[src/rtl/core/dwg_pkg.sv]
// dwg_pkg: widths, register codes, sideband structs and constant helpers for the
// dose weight generator; used by every module in rtl/core except dwg_checker
// no dependencies
`timescale 1ns / 1ps
`default_nettype none

package dwg_pkg;

	localparam int FracBits = 16;
	localparam int BoxW = 13;
	localparam int YW = 14;
	localparam int K2W = 24;
	localparam int LogW = 5 + FracBits;
	localparam int LW = 24;
	localparam int DoseW = 43;
	localparam int NumW = DoseW + FracBits;
	localparam int DenW = 63;
	localparam int QW = 22;
	localparam int MantW = 32;
	localparam int AddrW = 5;
	localparam int RoundBase = 30 - FracBits;
	localparam logic [30:0] Log2eQ30 = 31'd1549082005;
	localparam logic [16:0] WeightOne = 17'd65536;
	localparam logic [62:0] SatLim = 63'd1 << 62;

	typedef enum logic [2:0] {
		RegCoefScale    = 3'd0,
		RegCoefExponent = 3'd1,
		RegCoefOffset   = 3'd2,
		RegDosePerFrame = 3'd3,
		RegFirstFrame   = 3'd4,
		RegBoxSize      = 3'd5,
		RegPixelSize    = 3'd6
	} reg_idx_t;

	typedef struct packed {
		logic [DoseW-1:0] dose;
		logic             k2_zero;
	} front_sb_t;

	typedef struct packed {
		logic signed [LW-1:0] ti;
		logic [DoseW-1:0]     dose;
		logic                 k2_zero;
	} pow_sb_t;

	typedef struct packed {
		logic forced;
		logic forced_one;
		logic clamp;
	} fin_t;

	typedef struct packed {
		logic [7:0] e;
		fin_t       fin;
	} tail_sb_t;

	// position of the highest set bit, zero for zero
	function automatic logic [4:0] lead_one(input logic [31:0] v);
		logic [4:0] e;
		e = '0;
		for (int i = 0; i < 32; i++) begin
			if (v[i]) e = 5'(i);
		end
		return e;
	endfunction

	function automatic logic [63:0] isqrt64(input logic [63:0] v);
		logic [63:0] rem;
		logic [63:0] res;
		logic [63:0] b;
		rem = v;
		res = '0;
		b = 64'd1 << 62;
		for (int k = 0; k < 32; k++) begin
			if (rem >= res + b) begin
				rem = rem - (res + b);
				res = (res >> 1) + b;
			end else begin
				res = res >> 1;
			end
			b = b >> 2;
		end
		return res;
	endfunction

	// repeated square roots of two in Q30, entry k is 2^(2^-(k+1))
	function automatic logic [FracBits-1:0][31:0] root_table();
		logic [FracBits-1:0][31:0] t;
		logic [63:0] r;
		r = 64'd2 << 30;
		for (int k = 0; k < FracBits; k++) begin
			r = isqrt64(r << 30);
			t[k] = r[31:0];
		end
		return t;
	endfunction

endpackage

`default_nettype wire

[src/rtl/core/dwg_div.sv]
// dwg_div: pipelined restoring divider, one quotient bit per stage, for a quotient
// known to fit dwg_pkg::QW bits; depends on dwg_pkg
`timescale 1ns / 1ps
`default_nettype none

module dwg_div #(
	parameter int SBW = 1
) (
	input  logic                          clk,
	input  logic                          arst_n,
	input  logic                          en,
	input  logic                          in_valid,
	input  logic [dwg_pkg::NumW-1:0]      in_num,
	input  logic [dwg_pkg::DenW-1:0]      in_den,
	input  logic [SBW-1:0]                in_sb,
	output logic                          out_valid,
	output logic [dwg_pkg::QW-1:0]        out_q,
	output logic [SBW-1:0]                out_sb
);

	localparam int NS = dwg_pkg::QW;
	localparam int CW = dwg_pkg::DenW + dwg_pkg::QW;

	logic [NS-1:0]                 v_s;
	logic [SBW-1:0]                sb_s  [NS];
	logic [dwg_pkg::NumW-1:0]      rem_s [NS];
	logic [dwg_pkg::DenW-1:0]      den_s [NS];
	logic [NS-1:0]                 q_s   [NS];
	logic [dwg_pkg::NumW-1:0]      rem_i [NS];
	logic [dwg_pkg::DenW-1:0]      den_i [NS];
	logic [NS-1:0]                 q_i   [NS];
	logic [CW-1:0]                 dsh   [NS];
	logic [NS-1:0]                 ge;

	always_ff @(posedge clk or negedge arst_n) begin
		if (!arst_n) begin
			v_s <= '0;
		end else if (en) begin
			v_s <= {v_s[NS-2:0], in_valid};
		end
	end

	always_comb begin
		rem_i[0] = in_num;
		den_i[0] = in_den;
		q_i[0]   = '0;
		for (int k = 1; k < NS; k++) begin
			rem_i[k] = rem_s[k-1];
			den_i[k] = den_s[k-1];
			q_i[k]   = q_s[k-1];
		end
		for (int k = 0; k < NS; k++) begin
			dsh[k] = CW'(den_i[k]) << (NS - 1 - k);
			ge[k]  = CW'(rem_i[k]) >= dsh[k];
		end
	end

	always_ff @(posedge clk) begin
		if (en) begin
			sb_s[0] <= in_sb;
			for (int k = 1; k < NS; k++) sb_s[k] <= sb_s[k-1];
			for (int k = 0; k < NS; k++) begin
				den_s[k] <= den_i[k];
				if (ge[k]) begin
					rem_s[k] <= rem_i[k] - dsh[k][dwg_pkg::NumW-1:0];
					q_s[k]   <= q_i[k] | (NS'(1) << (NS - 1 - k));
				end else begin
					rem_s[k] <= rem_i[k];
					q_s[k]   <= q_i[k];
				end
			end
		end
	end

	assign out_valid = v_s[NS-1];
	assign out_q     = q_s[NS-1];
	assign out_sb    = sb_s[NS-1];

endmodule

`default_nettype wire

[config.mk]
export PLATFORM = sky130hd
export DESIGN_NAME = dwg_div
export DESIGN_NICKNAME = d
export VERILOG_FILES = /design/src/rtl/core/dwg_pkg.sv /design/src/rtl/core/dwg_div.sv
export SDC_FILE = /design/constraint.sdc
export NUM_CORES = 2
export LEC_CHECK = 0
export BUFFER_PORTS_ARGS = -buffer_cell sky130_fd_sc_hd__buf_2
export CORE_MARGIN = 2
export CORE_UTILIZATION = 64
export DETAILED_ROUTE_END_ITERATION = 7
export GPL_TIMING_DRIVEN = 0
export PLACE_DENSITY = 0.83
export SLEW_MARGIN = 5
export SYNTH_ARGS = -nofsm -noshare
export SYNTH_HDL_FRONTEND = slang
export SYNTH_SLANG_ARGS = --single-unit
[constraint.sdc]
create_clock -name clk -period 4.5 [get_ports clk]
set_clock_uncertainty 0.05 [all_clocks]
set_input_delay 0.225 -clock clk [delete_from_list [all_inputs] [get_ports clk]]
set_output_delay 0.225 -clock clk [all_outputs]
set_load 0.02 [all_outputs]
# [Word-level counts from Yosys, hierarchy flattened]
# Memories as Yosys holds them, arrays and structs flattened.
# Cells that the tools add are included.
[op_classes] bitwise=44 n_lt_le_gt_ge=22 mux=178 addsub=22
[ops] operator="$mux 59" count=22
[ops] operator="$sub 59x59->59" count=22
[ops] operator="$mux 22" count=22
[ops] operator="$mux 1" count=134
[ops] operator="$ge 59x84->1" count=1
[ops] operator="$ge 59x83->1" count=1
[ops] operator="$ge 59x82->1" count=1
[ops] operator="$ge 59x81->1" count=1
[ops] operator="$ge 59x80->1" count=1
[ops] operator="$ge 59x79->1" count=1
[ops] operator="$ge 59x78->1" count=1
[ops] operator="$ge 59x77->1" count=1
[ops] operator="$ge 59x76->1" count=1
[ops] operator="$ge 59x75->1" count=1
[ops] operator="$ge 59x74->1" count=1
[ops] operator="$ge 59x73->1" count=1
[ops] operator="$ge 59x72->1" count=1
[ops] operator="$ge 59x71->1" count=1
[ops] operator="$ge 59x70->1" count=1
[ops] operator="$ge 59x69->1" count=1
[ops] operator="$ge 59x68->1" count=1
[ops] operator="$ge 59x67->1" count=1
[ops] operator="$ge 59x66->1" count=1
[ops] operator="$ge 59x65->1" count=1
[ops] operator="other kinds (3)" count=46
[totals] ramBits=3190 out_inout_bits=24 in_bits=127 regBits=22 mem_count=4 word_cells=271
[memory_table] name="den_s" depth=22 width=63 read_ports=21 rd_ports_with_merged_regs=0 wr=22 line="dwg_div.sv:27" text="logic [dwg_pkg::DenW-1:0] den_s [NS];"
[memory_table] name="rem_s" depth=22 width=59 read_ports=21 rd_ports_with_merged_regs=0 wr=22 line="dwg_div.sv:26" text="logic [dwg_pkg::NumW-1:0] rem_s [NS];"
[memory_table] name="q_s" depth=22 width=22 read_ports=22 rd_ports_with_merged_regs=0 wr=22 line="dwg_div.sv:28" text="logic [NS-1:0] q_s [NS];"
[memory_table] name="sb_s" depth=22 width=1 read_ports=22 rd_ports_with_merged_regs=0 wr=22 line="dwg_div.sv:25" text="logic [SBW-1:0] sb_s [NS];"

# [Longest topological paths before layout]
# An unclocked memory read counts as a cell.
[depth] depth_word=6 ltp_mapped=18 depth_no_buf=16

# [Least setup slack after synthesis]
# OpenSTA, ideal clock, no wires.
[synth_path] path_type="register -> register" start="memory rem_s[1][12] in the netlist's numbering" end="memory rem_s[1][111] in the netlist's numbering, data pin" period_less_slack_ns=4.051 path_stages_with_launch=17 setup_time_ns=0.260 path_buffers=0 t_arrival_ns=3.742 required_time_ns=4.190 slack_ns=0.449 path_cell_list="edfxtp_1 -> inv_1 -> ha_1 -> inv_1 -> fa_1 -> a21o_1 -> a21o_1 -> a221o_1 -> o2bb2ai_2 -> a221oi_2 -> or4b_1 -> a41o_1 -> o31ai_4 -> o21bai_2 -> a211oi_2 -> xnor2_1 -> mux2_2"
[synth_rtl] element="from (decl)" line="dwg_div.sv:26"

==> flow_summary.yaml <==
clocking:
  h-tree-depth: 5
  clk_pin_slew_ns: 0.06
  cts-buffers-inserted: 315
  clk_path_buf_depth: 4
  cts_tree: "yes"
  clk_latency_ns: 1.01
  cts_sinks: 2859
  root_buffer: "clkbuf_16"
power_and_ir_drop:
  switching_share: 0.328
  p_seq_frac: 0.401
  powerDensity_nw_per_um2: 492
  max-vdd-ir-drop_mv: 0.619
  internal-power_w: 0.0594
  leakage_nw: 72.9
  power.switching_w: 0.0290
  combPwrFrac: 0.320
  clock_power_share: 0.279
finish:
  nNetsFinal: 15800
  fillCellCount: 16000
  area_growth_pct: 14.0
  layout_common_cells: "edfxtp_1, inv_1, a21oi_1"
  final_common_cell: "edfxtp_1"
  multi_input_area_um2: 67200
  post_route_cells_drive_above_1_share: 0.123
  seq_area_um2: 85700
detailed_routing:
  num_vias: 112000
  avgViaCountPerCell: 6.19
  routed_wirelength_um: 440000
  wire_per_inst_um: 24.4
  postRouteAntennaNets: 0
  dr.pass1.iters: 8
  drtIter0Drc: 9062
  drcViolationCount: 2
setup_path:
  critical_path.max_fanout: 10
  critPathArrivalTime_ns: 5.22
  worstSetupPathType: "flip-flop to flip-flop"
  required_ns: 5.12
  timing.rr.start: "rem_s[1][464]$_DFFE_PP_"
  rrSetupSlack_ns: -0.1
  start_kind: "flip-flop"
  rr_worst_depth: 11
  cpMaxStageDelayCell: "nor4_4"
  timing.rr.end: "rem_s[2][35]$_DFFE_PP_"
  slowest_delay_ns: 0.68
  crit_path_end_kind: "flip-flop"
  path_cells: "ha_1 -> clkbuf_1 -> nand2_2 -> nor4_4 -> nand4_1 -> a21oi_1 -> o211ai_1 -> a32oi_4 -> buf_12 -> clkbuf_4 -> mux2_2"
synthesis:
  synth_edf_count: 2837
  synth_top_area_share: 0.542
  synth.avg_cell_area_um2: 11.4
  synth_cells: 13800
  synth-seq-cells: 2859
  synthesis.area_um2: 157000
  async_reset_ff_frac: 0.00769
  synth_top_area_cell: "edfxtp_1"
  synth_seq_area_share: 0.545
  synthDistinctLibCells: 99
  synth_area_leaders: "edfxtp_1, ha_1, a21oi_1"
  ys_warn_count: 0
  synth_flop_cell: "edfxtp_1"
  syn_nets: 15000
sta:
  finalCriticalPeriod_ns: 4.60
  finalSetupViolations: 95
  maxSlewViolCount: 0
  relSlewSlack: 0.0800
  worst_pin_slew_ns: 1.36
  hold_violations: 4
  fin_crit_sh: 1.02
  fin_hold_ws_ns: -0.570
  fmax_mhz: 217
  rsz0062_at_grt: "true"
  worst_slack_ns: -0.0999
  finalSetupTns_ns: -3.97
floorplan:
  num_rows: 182
  die_w_um: 500
  io_pins: 151
  die_area_um2: 250000
  die_h_um: 500
  coreArea_um2: 245000
  initial_core_util: 0.641
outcome:
  outcome: "finished with violations"
  violations: "DRC, hold timing, setup timing"
placed_design:
  globalplace.congestion: 1.01
  detailed_place_hpwl_um: 318000
  io_buffers: 150
global_routing:
  antenna_found_initial: 8
  overflow: 0
  grt_pass1_vias: 117000
  grt_max_degree: 145
  grt_usage: 0.346
  grt_pass1_wl_um: 658000
min_path:
  hold_depth: 1
  hold-path-endpoint: "den_s[0][14]$_DFFE_PP_"
  hp-class: "primary input to flip-flop"
  min_from: "in_den[14]"
job:
  maxCapViolCount: 0
==> Yosys cell counts (130+ instances only) <==
library cell and number:
nor2_1 740, a31oi_1 130, edfxtp_1 2837, a21o_1 619, clkbuf_1 347, xor2_1 356
nor3_1 171, o21bai_1 147, ha_1 1067, nor4_1 135, mux2_2 497, o21ai_0 786
xnor2_1 536, nor2b_1 167, a21oi_1 1232, nand4_1 241, inv_1 1314, nand3_1 215
nand2_1 846
==> kinds of logic (layout without fill, tap and decap cells) <==
family / after synthesis / in the layout / synth area share
muxes: 527 / 527 / 0.0376
and+or+nand+nor: 2996 / 2996 / 0.0927
DFF: 2859 / 2859 / 0.545
buffers and inverters: 1752 / 2840 / 0.0426
other: 0 / 4 / 0
adders and majority gates: 1088 / 1088 / 0.0875
AOI/OAI and AO/OA: 3655 / 3655 / 0.145
xor gates and xnor gates: 892 / 892 / 0.0497
==> power by group through the flow <==
stage                     clock [W]  sequential, W  combinational [W]
after floorplan                   0         0.0351             0.0193
after global placement            0         0.0363             0.0253
after detailed placement          0         0.0357             0.0257
after CTS                    0.0247         0.0353             0.0272
after global routing         0.0258         0.0357             0.0307
final                        0.0247         0.0354             0.0283
==> metal layers <==
| metal | vias to the layer above | wire, µm | track usage |
|---|---|---|---|
| met1 | 52900 | 135000 | 0.311 |
| met5 | - | 13 | 0 |
| li1 | 52600 | - | - |
| met2 | 4615 | 234000 | 0.657 |
| met3 | 1755 | 19600 | 0.0420 |
| met4 | 2 | 50900 | 0.338 |
==> cell type report <==
type                       count  share of cell area
antenna                        4           0.0000558
sequential                  2859               0.478
clock inverter               163             0.00792
buffer                       417              0.0133
timing repair buffer         561              0.0301
multi-input combinational   9158               0.375
clock buffer                 383              0.0458
inverter                    1316              0.0276
tap                         3220              0.0225
==> sequential cells by signal, summed over array words and instances (netlist names) <==
signal	flops
v_s	22
rem_s	1239
q_s	253
sb_s	22
den_s	1323
==> per-stage QoR <==
step / instances / cell area (µm²) / setup WS, ns / util / power (W)
after floorplan: 13800 / 157000 / 0.449 / - / 0.0544
after global placement: 17100 / 162000 / -29.79 / 0.661 / 0.0616
after detailed placement: 17200 / 163000 / -2.20 / 0.665 / 0.0615
after CTS: 18000 / 178000 / -0.0521 / 0.726 / 0.0872
after global routing: 18100 / 179000 / -0.169 / 0.731 / 0.0922
final: 18100 / 179000 / -0.0999 / 0.731 / 0.0883
==> what timing repair did <==
item | CTS | global route
pin swaps | 72 | 65
endpoints found under the hold margin | 287 | 9
hold buffers | 229 | 9
buffers inserted | 74 | 51
resized for setup | 508 | 219
gates cloned | 4 | 0
endpoints found under the setup margin | 1813 | 811
==> worst max-delay path by stage <==
stage | cells past startpoint | slack (ns) | to | from
3_5_place_dp | 13 | -2.20 | rem_s[0][210]$_DFFE_PP_ | en
5_1_grt | 17 | -0.17 | rem_s[1][111]$_DFFE_PP_ | rem_s[1][12]$_DFFE_PP_
2_1_floorplan | 16 | 0.45 | rem_s[1][111]$_DFFE_PP_ | rem_s[1][12]$_DFFE_PP_
6_report | 11 | -0.1 | rem_s[2][35]$_DFFE_PP_ | rem_s[1][464]$_DFFE_PP_
4_1_cts | 16 | -0.05 | rem_s[2][117]$_DFFE_PP_ | rem_s[2][4]$_DFFE_PP_
3_3_place_gp | 7 | -29.79 | rem_s[2][237]$_DFFE_PP_ | en
==> critical path: cells and delay by family, from the launching register on <==
family | cells | cell delay [ns]
flops | 1 | 0.40
fa+ha+maj | 1 | 0.29
mux | 1 | 0.36
simple gates | 3 | 1.66
compound gates | 3 | 0.78
buf+inv | 3 | 0.73
No activity file was read; power rests on OpenSTA's default activity.
